### src/sv/mlr_pkg.sv
// mlr_pkg: shared constants, codes and types of the midpoint line rasterizer
// used by every module of the block, no dependencies
`timescale 1ns / 1ps
`default_nettype none

package mlr_pkg;

    localparam int COORD_BITS_DEF = 11;
    localparam int ORIGIN_BITS    = 11;
    localparam int PIX_BITS       = 13;
    localparam int COLOR_BITS     = 4;
    localparam int QUEUE_DEPTH    = 2;

    localparam int APB_ADDR_BITS  = 3;
    localparam int APB_DATA_BITS  = 32;
    localparam int M_DATA_BITS    = 32;

    localparam logic [ORIGIN_BITS-1:0] ORIGIN_X_RESET = 11'd320;
    localparam logic [ORIGIN_BITS-1:0] ORIGIN_Y_RESET = 11'd320;

    // register index, taken from paddr[2]
    localparam logic CFG_ORIGIN_X = 1'b0;
    localparam logic CFG_ORIGIN_Y = 1'b1;

    // item kinds
    localparam logic KIND_LOAD = 1'b0;
    localparam logic KIND_STEP = 1'b1;

    // slope classes, bit 0 set means steep
    localparam logic [1:0] CLS_SHALLOW_RISE = 2'd0;
    localparam logic [1:0] CLS_STEEP_RISE   = 2'd1;
    localparam logic [1:0] CLS_SHALLOW_FALL = 2'd2;
    localparam logic [1:0] CLS_STEEP_FALL   = 2'd3;

    // screen coordinate width for a given input coordinate width
    function automatic int scr_bits(input int coord_bits);
        scr_bits = ((coord_bits > ORIGIN_BITS) ? coord_bits : ORIGIN_BITS) + 2;
    endfunction

    // queue entry: kind, class, start x, start y, major delta, minor delta, color
    function automatic int entry_bits(input int coord_bits);
        entry_bits = 1 + 2 + 2 * scr_bits(coord_bits) + 2 * coord_bits + COLOR_BITS;
    endfunction

    function automatic int s_data_bits(input int coord_bits);
        s_data_bits = ((4 * coord_bits + COLOR_BITS + 7) / 8) * 8;
    endfunction

    typedef struct packed {
        logic active;
        logic steps_zero;
        logic pop;
    } bk_status_t;

endpackage

`default_nettype wire

### src/sv/midpoint_line_rasterizer_unit.sv
// midpoint_line_rasterizer_unit: top level, origin registers and the front/queue/back chain
// depends on mlr_pkg, mlr_front, mlr_queue, mlr_back
//
//  channel   direction  handshake              payload
//  s_        in         s_tvalid / s_tready    s_tuser kind, s_tdata endpoints and color
//  m_        out        m_tvalid / m_tready    m_tdata pixel, m_tlast final pixel
//  apb       in         psel, penable, pwrite  origin_x at 0x0, origin_y at 0x4
//
//  one request per clock sustained while m_tready stays high; a pixel shows on m_ once its
//  request has passed the front register, a queue entry and the pixel output register
//  the stepping unit does one add and one sign test per pixel and sets the pace
//  synchronous active-low reset clears control state; the block comes up idle
//  with m_tready low the queue and the front register take three more requests,
//  then s_tready drops
`timescale 1ns / 1ps
`default_nettype none

module midpoint_line_rasterizer_unit #(
    parameter int COORD_BITS = mlr_pkg::COORD_BITS_DEF
) (
    input  wire logic                                        aclk,
    input  wire logic                                        aresetn,
    // apb
    input  wire logic                                        psel,
    input  wire logic                                        penable,
    input  wire logic                                        pwrite,
    input  wire logic [mlr_pkg::APB_ADDR_BITS-1:0]           paddr,
    input  wire logic [mlr_pkg::APB_DATA_BITS-1:0]           pwdata,
    output logic      [mlr_pkg::APB_DATA_BITS-1:0]           prdata,
    output logic                                             pready,
    // input stream
    input  wire logic                                        s_tvalid,
    output logic                                             s_tready,
    // start_x, start_y, end_x, end_y, color, zero fill
    input  wire logic [mlr_pkg::s_data_bits(COORD_BITS)-1:0] s_tdata,
    // kind
    input  wire logic                                        s_tuser,
    // output stream
    output logic                                             m_tvalid,
    input  wire logic                                        m_tready,
    // pixel_x, pixel_y, pixel_color, zero fill
    output logic      [mlr_pkg::M_DATA_BITS-1:0]             m_tdata,
    output logic                                             m_tlast
);

    localparam int EW = mlr_pkg::entry_bits(COORD_BITS);
    localparam int OB = mlr_pkg::ORIGIN_BITS;
    localparam int PB = mlr_pkg::PIX_BITS;
    localparam int CB = mlr_pkg::COLOR_BITS;

    logic [OB-1:0] origin_x_reg, origin_y_reg;
    logic          cfg_write;

    logic          fq_valid, fq_ready;
    logic [EW-1:0] fq_data;
    logic          qb_valid, qb_ready;
    logic [EW-1:0] qb_data;

    logic [PB-1:0] px, py;
    logic [CB-1:0] pcolor;
    mlr_pkg::bk_status_t bk_status;

    assign pready    = 1'b1;
    assign cfg_write = psel && penable && pwrite && pready;

    always_ff @(posedge aclk) begin
        if (!aresetn) begin
            origin_x_reg <= mlr_pkg::ORIGIN_X_RESET;
            origin_y_reg <= mlr_pkg::ORIGIN_Y_RESET;
        end else if (cfg_write) begin
            case (paddr[2])
                mlr_pkg::CFG_ORIGIN_X: origin_x_reg <= pwdata[OB-1:0];
                mlr_pkg::CFG_ORIGIN_Y: origin_y_reg <= pwdata[OB-1:0];
                default: ;
            endcase
        end
    end

    always_comb begin
        case (paddr[2])
            mlr_pkg::CFG_ORIGIN_X: prdata = {{(mlr_pkg::APB_DATA_BITS-OB){1'b0}}, origin_x_reg};
            mlr_pkg::CFG_ORIGIN_Y: prdata = {{(mlr_pkg::APB_DATA_BITS-OB){1'b0}}, origin_y_reg};
            default:               prdata = '0;
        endcase
    end

    mlr_front #(
        .COORD_BITS(COORD_BITS)
    ) u_front (
        .aclk     (aclk),
        .aresetn  (aresetn),
        .origin_x (origin_x_reg),
        .origin_y (origin_y_reg),
        .in_valid (s_tvalid),
        .in_ready (s_tready),
        .in_kind  (s_tuser),
        .in_data  (s_tdata),
        .q_valid  (fq_valid),
        .q_ready  (fq_ready),
        .q_data   (fq_data)
    );

    mlr_queue #(
        .WIDTH(EW)
    ) u_queue (
        .aclk       (aclk),
        .aresetn    (aresetn),
        .push_valid (fq_valid),
        .push_ready (fq_ready),
        .push_data  (fq_data),
        .pop_valid  (qb_valid),
        .pop_ready  (qb_ready),
        .pop_data   (qb_data)
    );

    mlr_back #(
        .COORD_BITS(COORD_BITS)
    ) u_back (
        .aclk      (aclk),
        .aresetn   (aresetn),
        .q_valid   (qb_valid),
        .q_ready   (qb_ready),
        .q_data    (qb_data),
        .out_valid (m_tvalid),
        .out_ready (m_tready),
        .out_x     (px),
        .out_y     (py),
        .out_color (pcolor),
        .out_last  (m_tlast),
        .status    (bk_status)
    );

    assign m_tdata = {{(mlr_pkg::M_DATA_BITS-2*PB-CB){1'b0}}, pcolor, py, px};

    // a running line always has pixels left
    a_active_has_steps: assert property (@(posedge aclk) disable iff (!aresetn)
        bk_status.active |-> !bk_status.steps_zero)
        else $error("active line with no steps left");

    // a new pixel only appears after a request left the queue
    a_result_from_pop: assert property (@(posedge aclk) disable iff (!aresetn)
        $rose(m_tvalid) |-> $past(bk_status.pop))
        else $error("pixel appeared without a popped request");

    // the final pixel of a line leaves the stepper idle
    a_last_idle: assert property (@(posedge aclk) disable iff (!aresetn)
        (m_tvalid && m_tlast) |-> !bk_status.active)
        else $error("stepper still active while final pixel is shown");

endmodule

`default_nettype wire

### src/sv/mlr_queue.sv
// mlr_queue: short request queue between the front and the back
// depends on mlr_pkg for the depth
`timescale 1ns / 1ps
`default_nettype none

module mlr_queue #(
    parameter int WIDTH = 8
) (
    input  wire logic             aclk,
    input  wire logic             aresetn,
    input  wire logic             push_valid,
    output logic                  push_ready,
    input  wire logic [WIDTH-1:0] push_data,
    output logic                  pop_valid,
    input  wire logic             pop_ready,
    output logic      [WIDTH-1:0] pop_data
);

    localparam int DEPTH    = mlr_pkg::QUEUE_DEPTH;
    localparam int PTR_BITS = (DEPTH > 1) ? $clog2(DEPTH) : 1;
    localparam int CNT_BITS = $clog2(DEPTH + 1);

    logic [WIDTH-1:0]    entry_reg [DEPTH];
    logic [PTR_BITS-1:0] wr_ptr_reg, wr_ptr_next;
    logic [PTR_BITS-1:0] rd_ptr_reg, rd_ptr_next;
    logic [CNT_BITS-1:0] count_reg, count_next;
    logic                do_push, do_pop;

    assign push_ready = (count_reg != CNT_BITS'(DEPTH));
    assign pop_valid  = (count_reg != '0);
    assign pop_data   = entry_reg[rd_ptr_reg];
    assign do_push    = push_valid && push_ready;
    assign do_pop     = pop_valid && pop_ready;

    always_comb begin
        wr_ptr_next = wr_ptr_reg;
        rd_ptr_next = rd_ptr_reg;
        count_next  = count_reg;
        if (do_push) begin
            wr_ptr_next = (wr_ptr_reg == PTR_BITS'(DEPTH - 1)) ? '0 : wr_ptr_reg + 1'b1;
        end
        if (do_pop) begin
            rd_ptr_next = (rd_ptr_reg == PTR_BITS'(DEPTH - 1)) ? '0 : rd_ptr_reg + 1'b1;
        end
        if (do_push && !do_pop) begin
            count_next = count_reg + 1'b1;
        end else if (do_pop && !do_push) begin
            count_next = count_reg - 1'b1;
        end
    end

    always_ff @(posedge aclk) begin
        if (!aresetn) begin
            wr_ptr_reg <= '0;
            rd_ptr_reg <= '0;
            count_reg  <= '0;
        end else begin
            wr_ptr_reg <= wr_ptr_next;
            rd_ptr_reg <= rd_ptr_next;
            count_reg  <= count_next;
        end
    end

    always_ff @(posedge aclk) begin
        if (do_push) begin
            entry_reg[wr_ptr_reg] <= push_data;
        end
    end

endmodule

`default_nettype wire

### src/sv/mlr_front.sv
// mlr_front: accepts requests, maps endpoints to screen space and classifies the line
// depends on mlr_pkg; feeds mlr_queue
`timescale 1ns / 1ps
`default_nettype none

module mlr_front #(
    parameter int COORD_BITS = mlr_pkg::COORD_BITS_DEF
) (
    input  wire logic                                             aclk,
    input  wire logic                                             aresetn,
    input  wire logic [mlr_pkg::ORIGIN_BITS-1:0]                  origin_x,
    input  wire logic [mlr_pkg::ORIGIN_BITS-1:0]                  origin_y,
    input  wire logic                                             in_valid,
    output logic                                                  in_ready,
    input  wire logic                                             in_kind,
    input  wire logic [mlr_pkg::s_data_bits(COORD_BITS)-1:0]      in_data,
    output logic                                                  q_valid,
    input  wire logic                                             q_ready,
    output logic      [mlr_pkg::entry_bits(COORD_BITS)-1:0]       q_data
);

    localparam int C    = COORD_BITS;
    localparam int SCR  = mlr_pkg::scr_bits(COORD_BITS);
    localparam int CB   = mlr_pkg::COLOR_BITS;
    localparam int OB   = mlr_pkg::ORIGIN_BITS;

    logic [C-1:0]  sx, sy, ex, ey;
    logic [CB-1:0] color;
    logic [SCR-1:0] ox_ext, oy_ext;
    logic [C:0]    dxp, dxn, dyp, dyn;

    // stage register
    logic           p_valid_reg;
    logic           p_kind_reg;
    logic [CB-1:0]  p_color_reg;
    logic [SCR-1:0] p_x1_reg, p_y1_reg, p_x2_reg, p_y2_reg;
    logic [C-1:0]   p_adx_reg, p_ady_reg;
    logic           p_dx_neg_reg, p_dx_zero_reg, p_dy_neg_reg, p_dy_zero_reg;

    logic           dy_pos, same, shallow, steep, swap;
    logic [1:0]     cls;
    logic [SCR-1:0] start_x, start_y;
    logic [C-1:0]   dmaj, dmin;

    assign sx    = in_data[C-1:0];
    assign sy    = in_data[2*C-1:C];
    assign ex    = in_data[3*C-1:2*C];
    assign ey    = in_data[4*C-1:3*C];
    assign color = in_data[4*C+CB-1:4*C];

    assign ox_ext = {{(SCR-OB){1'b0}}, origin_x};
    assign oy_ext = {{(SCR-OB){1'b0}}, origin_y};

    // screen dx = ex - sx, screen dy = sy - ey (row axis points down)
    assign dxp = {ex[C-1], ex} - {sx[C-1], sx};
    assign dxn = {sx[C-1], sx} - {ex[C-1], ex};
    assign dyp = {sy[C-1], sy} - {ey[C-1], ey};
    assign dyn = {ey[C-1], ey} - {sy[C-1], sy};

    assign in_ready = !p_valid_reg || q_ready;

    always_ff @(posedge aclk) begin
        if (!aresetn) begin
            p_valid_reg <= 1'b0;
        end else if (in_ready) begin
            p_valid_reg <= in_valid;
        end
    end

    always_ff @(posedge aclk) begin
        if (in_valid && in_ready) begin
            p_kind_reg    <= in_kind;
            p_color_reg   <= color;
            p_x1_reg      <= ox_ext + {{(SCR-C){sx[C-1]}}, sx};
            p_y1_reg      <= oy_ext - {{(SCR-C){sy[C-1]}}, sy};
            p_x2_reg      <= ox_ext + {{(SCR-C){ex[C-1]}}, ex};
            p_y2_reg      <= oy_ext - {{(SCR-C){ey[C-1]}}, ey};
            p_adx_reg     <= dxp[C] ? dxn[C-1:0] : dxp[C-1:0];
            p_ady_reg     <= dyp[C] ? dyn[C-1:0] : dyp[C-1:0];
            p_dx_neg_reg  <= dxp[C];
            p_dx_zero_reg <= (dxp == '0);
            p_dy_neg_reg  <= dyp[C];
            p_dy_zero_reg <= (dyp == '0);
        end
    end

    // classification
    always_comb begin
        dy_pos  = !p_dy_neg_reg && !p_dy_zero_reg;
        shallow = (p_ady_reg < p_adx_reg);
        same    = p_dy_zero_reg || (!p_dx_neg_reg == dy_pos);
        if (p_dx_zero_reg) begin
            cls = dy_pos ? mlr_pkg::CLS_STEEP_RISE : mlr_pkg::CLS_STEEP_FALL;
        end else if (same) begin
            cls = shallow ? mlr_pkg::CLS_SHALLOW_RISE : mlr_pkg::CLS_STEEP_RISE;
        end else begin
            cls = shallow ? mlr_pkg::CLS_SHALLOW_FALL : mlr_pkg::CLS_STEEP_FALL;
        end
        steep   = cls[0];
        swap    = steep ? p_dy_neg_reg : p_dx_neg_reg;
        start_x = swap ? p_x2_reg : p_x1_reg;
        start_y = swap ? p_y2_reg : p_y1_reg;
        dmaj    = steep ? p_ady_reg : p_adx_reg;
        dmin    = steep ? p_adx_reg : p_ady_reg;
    end

    assign q_valid = p_valid_reg;
    assign q_data  = {p_kind_reg, cls, start_x, start_y, dmaj, dmin, p_color_reg};

endmodule

`default_nettype wire

### src/sv/mlr_back.sv
// mlr_back: runs the midpoint stepping and holds the pixel output register
// depends on mlr_pkg; fed by mlr_queue
`timescale 1ns / 1ps
`default_nettype none

module mlr_back #(
    parameter int COORD_BITS = mlr_pkg::COORD_BITS_DEF
) (
    input  wire logic                                        aclk,
    input  wire logic                                        aresetn,
    input  wire logic                                        q_valid,
    output logic                                             q_ready,
    input  wire logic [mlr_pkg::entry_bits(COORD_BITS)-1:0]  q_data,
    output logic                                             out_valid,
    input  wire logic                                        out_ready,
    output logic      [mlr_pkg::PIX_BITS-1:0]                out_x,
    output logic      [mlr_pkg::PIX_BITS-1:0]                out_y,
    output logic      [mlr_pkg::COLOR_BITS-1:0]              out_color,
    output logic                                             out_last,
    output mlr_pkg::bk_status_t                              status
);

    localparam int C   = COORD_BITS;
    localparam int SCR = mlr_pkg::scr_bits(COORD_BITS);
    localparam int CB  = mlr_pkg::COLOR_BITS;
    localparam int PB  = mlr_pkg::PIX_BITS;
    localparam int DB  = COORD_BITS + 3;

    logic           e_kind;
    logic [1:0]     e_cls;
    logic [SCR-1:0] e_sx, e_sy;
    logic [C-1:0]   e_dmaj, e_dmin;
    logic [CB-1:0]  e_color;

    logic           active_reg, active_next;
    logic [C-1:0]   steps_reg, steps_next;
    logic [1:0]     cls_reg, cls_next;
    logic [SCR-1:0] cx_reg, cx_next, cy_reg, cy_next;
    logic [DB-1:0]  dec_reg, dec_next;
    logic [DB-1:0]  dec_a_reg, dec_a_next;
    logic [DB-1:0]  dec_b_reg, dec_b_next;
    logic [CB-1:0]  color_reg, color_next;

    logic           out_valid_reg, out_valid_next;
    logic [PB-1:0]  out_x_reg, out_y_reg;
    logic [CB-1:0]  out_color_reg;
    logic           out_last_reg;
    logic           emit;

    logic           pop, minor;

    assign {e_kind, e_cls, e_sx, e_sy, e_dmaj, e_dmin, e_color} = q_data;

    assign q_ready = !out_valid_reg || out_ready;
    assign pop     = q_valid && q_ready;

    always_comb begin
        active_next    = active_reg;
        steps_next     = steps_reg;
        cls_next       = cls_reg;
        cx_next        = cx_reg;
        cy_next        = cy_reg;
        dec_next       = dec_reg;
        dec_a_next     = dec_a_reg;
        dec_b_next     = dec_b_reg;
        color_next     = color_reg;
        emit           = 1'b0;
        minor          = dec_reg[DB-1] || (cls_reg[0] && (dec_reg == '0));
        out_valid_next = out_valid_reg && !out_ready;

        if (pop) begin
            if (e_kind == mlr_pkg::KIND_LOAD) begin
                cls_next   = e_cls;
                cx_next    = e_sx;
                cy_next    = e_sy;
                steps_next = e_dmaj;
                dec_next   = {3'b000, e_dmaj} - {2'b00, e_dmin, 1'b0};
                dec_a_next = {2'b00, e_dmaj, 1'b0} - {2'b00, e_dmin, 1'b0};
                dec_b_next = {2'b00, e_dmin, 1'b0};
                color_next = e_color;
                emit       = 1'b1;
            end else if (active_reg && (steps_reg != '0)) begin
                dec_next = minor ? dec_reg + dec_a_reg : dec_reg - dec_b_reg;
                case (cls_reg)
                    mlr_pkg::CLS_SHALLOW_RISE: begin
                        cx_next = cx_reg + 1'b1;
                        if (minor) cy_next = cy_reg + 1'b1;
                    end
                    mlr_pkg::CLS_STEEP_RISE: begin
                        cy_next = cy_reg + 1'b1;
                        if (minor) cx_next = cx_reg + 1'b1;
                    end
                    mlr_pkg::CLS_SHALLOW_FALL: begin
                        cx_next = cx_reg + 1'b1;
                        if (minor) cy_next = cy_reg - 1'b1;
                    end
                    default: begin
                        cy_next = cy_reg + 1'b1;
                        if (minor) cx_next = cx_reg - 1'b1;
                    end
                endcase
                steps_next = steps_reg - 1'b1;
                emit       = 1'b1;
            end
            // a step while idle leaves nothing behind
            active_next = emit && (steps_next != '0);
        end
        if (emit) begin
            out_valid_next = 1'b1;
        end
    end

    always_ff @(posedge aclk) begin
        if (!aresetn) begin
            active_reg    <= 1'b0;
            steps_reg     <= '0;
            cls_reg       <= mlr_pkg::CLS_SHALLOW_RISE;
            cx_reg        <= '0;
            cy_reg        <= '0;
            dec_reg       <= '0;
            dec_a_reg     <= '0;
            dec_b_reg     <= '0;
            color_reg     <= '0;
            out_valid_reg <= 1'b0;
        end else begin
            active_reg    <= active_next;
            steps_reg     <= steps_next;
            cls_reg       <= cls_next;
            cx_reg        <= cx_next;
            cy_reg        <= cy_next;
            dec_reg       <= dec_next;
            dec_a_reg     <= dec_a_next;
            dec_b_reg     <= dec_b_next;
            color_reg     <= color_next;
            out_valid_reg <= out_valid_next;
        end
    end

    always_ff @(posedge aclk) begin
        if (emit) begin
            out_x_reg     <= cx_next[PB-1:0];
            out_y_reg     <= cy_next[PB-1:0];
            out_color_reg <= color_next;
            out_last_reg  <= (steps_next == '0);
        end
    end

    assign out_valid = out_valid_reg;
    assign out_x     = out_x_reg;
    assign out_y     = out_y_reg;
    assign out_color = out_color_reg;
    assign out_last  = out_last_reg;

    assign status.active     = active_reg;
    assign status.steps_zero = (steps_reg == '0);
    assign status.pop        = pop;

endmodule

`default_nettype wire
### config.mk
export PLATFORM = sky130hd
export DESIGN_NAME = midpoint_line_rasterizer_unit
export DESIGN_NICKNAME = d
export VERILOG_FILES = /design/src/sv/mlr_pkg.sv /design/src/sv/midpoint_line_rasterizer_unit.sv /design/src/sv/mlr_queue.sv /design/src/sv/mlr_front.sv /design/src/sv/mlr_back.sv
export SDC_FILE = /design/constraint.sdc
export NUM_CORES = 1
export LEC_CHECK = 0
export BUFFER_PORTS_ARGS = -buffer_cell sky130_fd_sc_hd__buf_2
export CAP_MARGIN = 0
export CORE_ASPECT_RATIO = 2
export CORE_MARGIN = 5
export CORE_UTILIZATION = 25
export DETAILED_ROUTE_END_ITERATION = 10
export GPL_ROUTABILITY_DRIVEN = 1
export GPL_TIMING_DRIVEN = 0
export SLEW_MARGIN = 20
export SYNTH_ARGS = -nofsm -noshare
export SYNTH_HDL_FRONTEND = slang
export SYNTH_SLANG_ARGS = --single-unit
### constraint.sdc
create_clock -name aclk -period 5.4 [get_ports aclk]
set_clock_uncertainty 0.1 [all_clocks]
set_input_delay 1.62 -clock aclk [delete_from_list [all_inputs] [get_ports aclk]]
set_output_delay 1.62 -clock aclk [all_outputs]
set_load 0.03 [all_outputs]
==> results.md, run 1 <==
* Pwr Density at 502 nW/µm²
* CTS sink count at 334
* Post-synthesis sequential area ratio at 42.8%
* Multi-input logic area at 11,000 µm²
* Row cnt at 149
* Die Wd at 214 µm
* Yosys cell types at 88
* Die ar. at roughly 90,000 µm²
* Mapped Area at 20,800 µm²
* Highest layer used for signal routing: met4
* Crit path required time at approximately 5800 ps
* Status: complete, no violations
* Fmax achieved at 195 MHz
* Area Growth Syn to Fin at 15.3%
* Sequential share of power at 31.4%
* Cell taking the most area after synthesis: edfxtp_1
* Post-Syn Instances at 2,134
* Crit path arrival time at between 5000 and 6000 ps
* Avg Inst Size Synth at approximately 9.8 µm²
* FF/Latch Area at slightly below 9000 µm²
* Clock-pin slew on the worst setup and hold paths at 70 ps
* DP Area at roughly 23,000 µm²
* Number of global-route vias before repair at 17,500
* Psw at 5270 µW
* Final Non-Filler Cells at approximately 3,400
* Post-Place Worst Slack at 33.1 ps
* RSZ-0062 raised after global routing: no
* Synth Warn # at 0
* Tmin final at approximately 5000 ps
* CTS tree: built
* IO buf count at 110
* Setup ws final at about 280 ps
* Grt total ovfl at 0
* Crit Path Class: flip-flop to flip-flop
* Top FF cell, synth: edfxtp_1
* H-tree Lvls at 1
* Met2 wire len at approximately 40,000 µm
* Initial antenna violation count at 1
* Final wirelength at approximately 71,000 µm
* Hold Fails Final Rpt at 0
* Hold Crit Class: flip-flop to flip-flop
* Number of synthesized flops with an enable pin at 224
* Slew headroom at 19.5%
* Post-route DRC at 0
* Crit-path max FO at 10
* Clk root buf: clkbuf_16
* Setup TNS at 0 ps
* Total CTS buffers at 31
* Avg WL per Cell at 21.1 µm
* Final instance area at 24,000 µm²
* Final setup vio count at 0
* CP startpoint kind: flip-flop
* Sw Ratio at 43.7%
* CTS Buffer Depth at 3
* Core Region at around 83,000 µm²
* Met3 routed WL at 2520 µm
* Max VDD drop at about 240 µV
* Pre-antenna DRT Iters at 5
* Post-synth top area share at around 32%
* Hpwl dp at 58,100 µm
* Seq cells post-synth at 334
* Placed cells at around 3,300
* Fin crit share at 94.8%
* Max reg flops at 110
* Final-stage net count at approximately 2,500
* CP Capture Type: flip-flop
* Leak pwr at approximately 0.009 µW
* Comb power frac at 49.7%
* Boundary Pins at between 150 and 200
* Max Cap Viol at 0
* DR iter-0 viols at 1,000
* Worst-margin pin slew at 1200 ps
* Die Y at around 420 µm
* Initial core utilization at between 20% and 30%
* Vias per std cell at roughly 5
* Gr usage total at 15.2%
* Post-synth ARST share at 0%
* Synth area leaders: edfxtp_1 (32%), dfxtp_1 (11%), ha_1 (8.4%)
* Layout cell share with drive strength beyond 1 at 13.8%
* # fillers at 8,648
* CTS hold repair buffers at 0
* ANT nets after route at 0
* Met1 Wirelength at 23,300 µm
* Via Count at 17,100
* Post-cts gate resize count at 0
* Pin count of the biggest net entering global routing at 56
* First-pass GRT wire length at 105,000 µm
* Gpl congestion at roughly 0.96
* Max Slew Vio Count at 0
* Hold slack final at approximately 340 ps
* Pint at 6790 µW
* Clk Latency, worst-skew pair at roughly 610 ps
* Post-CTS setup buffers at 0
* Clock share of power at a little under a fifth
[critical path, cell delays in order, from the launching register on]
cell and delay (ps):
dfxtp_1 340, nor4_2 630, a41o_1 450, clkbuf_1 520, clkbuf_1 450, nand2_1 90, o21ai_0 280, ha_1 350
inv_1 70, fa_1 400, nor2b_1 160, o31a_1 180, o41a_1 190, a21oi_1 100, a21oi_1 260, mux2i_1 220
a21bo_2 230
[power by group through the flow]
| stage | Sequential, µW | Clock, µW | Combinational (µW) |
|---|---|---|---|
| 6_report | 3790 | 2270 | 5990 |
| 3_5_place_dp | 3840 | 0 | 5890 |
| 3_3_place_gp | 3850 | 0 | 5800 |
| 2_1_floorplan | 3880 | 0 | 3810 |
| 4_1_cts | 3780 | 2320 | 5920 |
| 5_1_grt | 3850 | 2420 | 6430 |
[routing by layer]
metal / up-vias / global-route usage, %
met5: - / 0
met4: 0 / 10.9
met3: 223 / 1.58
met2: 521 / 31.0
met1: 8190 / 13.7
li1: 8130 / -
[area by class of cell]
class / count / area share [%]
Clock inverter: 17 / 0.646
Multi-Input combinational cell: 1584 / 45.9
Tap cell: 1057 / 5.50
Antenna cell: 1 / 0.0104
Clock buffer: 41 / 3.69
Sequential cell: 334 / 37.2
Inverter: 118 / 1.84
Buffer: 120 / 2.47
Timing Repair Buffer: 116 / 2.82
[metrics by stage]
step           util [%]  total power (µW)
2_1_floorplan         -              7690
3_3_place_gp       27.6              9650
3_5_place_dp       27.8              9730
4_1_cts            29.1             12000
5_1_grt            29.1             12700
6_report           29.1             12100
[cells in the final DEF (no fill, tap or decap), types with 26 or more instances in the layout]
cell,n
mux2_2,71
nor2b_1,37
edfxtp_1,224
o21ai_0,121
clkbuf_16,33
nand3_1,49
nor3_1,66
or3_1,26
and2_1,44
xor2_1,30
dfxtp_1,110
buf_2,126
inv_1,117
buf_4,28
mux2i_1,63
xnor2_1,66
nand2_1,188
clkbuf_1,66
ha_1,140
nor2_1,147
a211oi_1,27
a21oi_1,122
[cells in the mapped netlist (62+ instances only)]
| cell | number |
|---|---|
| a21oi_1 | 122 |
| dfxtp_1 | 110 |
| xnor2_1 | 66 |
| mux2i_1 | 63 |
| nor3_1 | 67 |
| inv_1 | 117 |
| ha_1 | 140 |
| o21ai_0 | 121 |
| nor2_1 | 148 |
| clkbuf_1 | 62 |
| mux2_2 | 71 |
| edfxtp_1 | 224 |
| nand2_1 | 188 |
[cells by family (layout without fill, tap and decap cells)]
logic type | after synthesis | after routing | synth area share, %
buffers and inverters | 238 | 412 | 4.96
AND/OR/NAND/NOR | 688 | 688 | 16.3
XOR/XNOR | 96 | 96 | 4.03
flip-flops | 334 | 334 | 42.8
other | 2 | 25 | 0.0360
adder cells (fa/ha/maj) | 151 | 151 | 9.46
multiplexers | 135 | 135 | 6.97
AO/OA/AOI/OAI | 490 | 490 | 15.4
[final timing paths]
check / startpoint / to / slack (ps) / cells after the start
worst max-delay path: u_back.dec_reg[4] / u_back.dec_reg[13] / 280 / 16
worst max register to register: u_back.dec_reg[4] / u_back.dec_reg[13] / 280 / 16
worst min-delay path: u_front.p_color_reg[3] / u_queue.entry_reg[1][3] / 340 / 0
worst min register to register: u_front.p_color_reg[3] / u_queue.entry_reg[1][3] / 340 / 0
Note: power is estimated with default switching activity, not from simulation.
==> run 2, diff against run 1 <==
Settings changed: CELL_PAD_IN_SITES_DETAIL_PLACEMENT set to 2, CELL_PAD_IN_SITES_GLOBAL_PLACEMENT set to 2, GPL_TIMING_DRIVEN 0 to unset, PLACE_DENSITY_LB_ADDON set to 0.1.
==> run 2 against run 1 <==
  * Setup slack better by 860 ps
  * Final cell count is 2.1% lower
  * Total power rose by 2.5%
  * Sequential cell count stayed put
  * Global-route usage up 1.7 points
  * Core utilization down 0.19 points
==> results.md, run 2 (synthesized netlist as in run 1, its figures left out) <==
* Status: complete, no violations (unchanged)
* First-pass GRT wire length at 117,000 µm (was 105,000 µm)
* Sw Ratio at 42.6% (was 43.7%)
* Initial core utilization at 25.2% (unchanged)
* CP Cell Sequence: nor4_1 > a41o_1 > buf_4 > o21ai_0 > ha_1 > nor3_1 > o21ai_0 > nand2_1 > o21ai_0 > or4_1 > and4_1 > a211o_1 (was nor4_2 > a41o_1 > clkbuf_1 > clkbuf_1 > nand2_1 > o21ai_0 > ha_1 > inv_1 > fa_1 > nor2b_1 > o31a_1 > o41a_1 > a21oi_1 > a21oi_1 > mux2i_1 > a21bo_2)
* CP peak stage delay at 620 ps (was 630 ps)
* Most repeated library cell on the critical path: o21ai_0
* Clk Latency, worst-skew pair at 590 ps (was 610 ps)
* Number of global-route vias before repair at 19,000 (was 17,500)
* Commonest non-fill, non-tap cells in the layout: edfxtp_1 (224), nand2_1 (188), nor2_1 (147), ha_1 (140), a21oi_1 (122) (was edfxtp_1 (224), nand2_1 (188), nor2_1 (147), ha_1 (140), buf_2 (126))
* Max Slew Vio Count at 0 (unchanged)
* Grt total ovfl at 0 (unchanged)
* Max VDD drop at 206 µV (was 238 µV)
* Worst-margin pin slew at 965 ps (was 1200 ps)
* # fillers at 9,191 (was 8,648)
* Total CTS buffers at 38 (was 31)
* Avg WL per Cell at 23.3 µm (was 21.1 µm)
* IO buf count at 111 (was 110)
* Tmin final at 4250 ps (was 5120 ps)
* Post-cts gate resize count at 0 (unchanged)
* Clock share of power at 21.9% (was 18.8%)
* Max reg flops at 110 (unchanged)
* Final-stage net count at 2,471 (was 2,547)
* DR iter-0 viols at 492 (was 1,000)
* CTS sink count at 334 (unchanged)
* Final setup vio count at 0 (unchanged)
* Psw at 5270 µW (about the same)
* Fin crit share at 78.7% (was 94.8%)
* CTS hold repair buffers at 0 (unchanged)
* CP max stage cell: nor4_1 (was nor4_2)
* Pre-antenna DRT Iters at 4 (was 5)
* Die Y at 418 µm (unchanged)
* Initial antenna violation count at 2 (was 1)
* Pint at 7090 µW (was 6790 µW)
* CP startpoint kind: flip-flop (unchanged)
* Area Growth Syn to Fin at 14.5% (was 15.3%)
* Post-CTS setup buffers at 0 (unchanged)
* Clk root buf: clkbuf_16 (unchanged)
* Commonest non-fill, non-tap cell in the layout: edfxtp_1 (unchanged)
* Layout cell share with drive strength beyond 1 at 14.2% (was 13.8%)
* Setup TNS at 0 ps (unchanged)
* RSZ-0062 raised after global routing: no (unchanged)
* Slew headroom at 34.3% (was 19.5%)
* Final Non-Filler Cells at 3,317 (was 3,388)
* Crit-path max FO at 7 (was 10)
* Die Wd at 214 µm (unchanged)
* H-tree Lvls at 2 (was 1)
* Boundary Pins at 159 (unchanged)
* Gr usage total at 16.9% (was 15.2%)
* Core Region at 82,600 µm² (unchanged)
* Leak pwr at 0.00907 µW (was 0.00913 µW)
* Vias per std cell at 5.04 (about the same)
* Crit path required time at 5780 ps (was 5810 ps)
* Crit Path Class: flip-flop to flip-flop (unchanged)
* Clock-pin slew on the worst setup and hold paths at 60 ps (was 70 ps)
* Hold Fails Final Rpt at 0 (unchanged)
* Post-layout util at 28.9% (was 29.1%)
* ANT nets after route at 0 (unchanged)
* CP Capture Type: flip-flop (unchanged)
* Row cnt at 149 (unchanged)
* Post-route DRC at 0 (unchanged)
* Multi-input logic area at 11,000 µm² (about the same)
* Comb power frac at 46.5% (was 49.7%)
* FF/Latch Area at 8930 µm² (about the same)
* Die ar. at 89,600 µm² (unchanged)
* Pwr Density at 518 nW/µm² (was 502 nW/µm²)
* Sequential share of power at 31.6% (was 31.4%)
* Via Count at 16,700 (was 17,100)
* Max Cap Viol at 0 (unchanged)
* Fmax achieved at 235 MHz (was 195 MHz)
* Placed cells at 3,246 (was 3,329)
* Crit path arrival time at 4630 ps (was 5520 ps)
* Final wirelength at 77,300 µm (was 71,400 µm)
* Gpl congestion at 0.824 (was 0.956)
* CTS tree: built (unchanged)
* Hold slack final at 361 ps (was 341 ps)
* Pin count of the biggest net entering global routing at 58 (was 56)
* Hold Crit Class: flip-flop to flip-flop (unchanged)
* CTS Buffer Depth at 3 (unchanged)
* Hpwl dp at 62,200 µm (was 58,100 µm)
==> run 2: worst max-delay path: cells and delay by family, from the launching register on <==
kind	cells	cell delay, ps
and+or+nand+nor	5	1750
adders and majority gates	1	290
AOI/OAI and AO/OA	5	1420
buffers and inverters	1	230
DFF	1	370
==> run 2: power by group through the flow <==
stage               clock [µW]  sequential (µW)  combinational (µW)
CTS                       2840             3910                5890
floorplan                    0             3880                3810
global placement             0             3940                5720
finish                    2710             3900                5750
global route              2920             3970                6320
detailed placement           0             3960                5860
==> run 2: area by class of cell <==
cell class	count	area share, %
clock inverters	18	0.844
multi-input cells	1584	46.1
inverters	118	1.86
repair buffers	153	3.70
flip-flops and latches	334	37.4
clock buffers	52	4.51
diodes	1	0.0105
well taps	1057	5.54
==> run 2: path summary, 6_finish.rpt <==
check | from | to | slack [ps] | cells past startpoint
min | u_front.p_color_reg[3] | u_queue.entry_reg[1][3] | 360 | 0
max | u_back.dec_reg[4] | u_back.dec_reg[12] | 1150 | 12
min reg2reg | u_front.p_color_reg[3] | u_queue.entry_reg[1][3] | 360 | 0
max reg2reg | u_back.dec_reg[4] | u_back.dec_reg[12] | 1150 | 12
==> run 2: layer usage <==
| layer | GRT usage, % | vias to the layer above | wire (µm) |
|---|---|---|---|
| met3 | 1.90 | 96 | 1760 |
| met2 | 36.4 | 232 | 45900 |
| met4 | 6.14 | 0 | 2740 |
| li1 | - | 7951 | - |
| met1 | 16.0 | 8442 | 26800 |
| met5 | 0 | - | 0 |
==> run 2: per-stage QoR <==
step	setup slack, ps	power (µW)	cell area, µm²
floorplan	968	7690	20900
global placement	871	9660	22600
detailed placement	802	9820	22600
CTS	1090	12600	23900
global route	1070	13200	23900
finish	1150	12400	23900
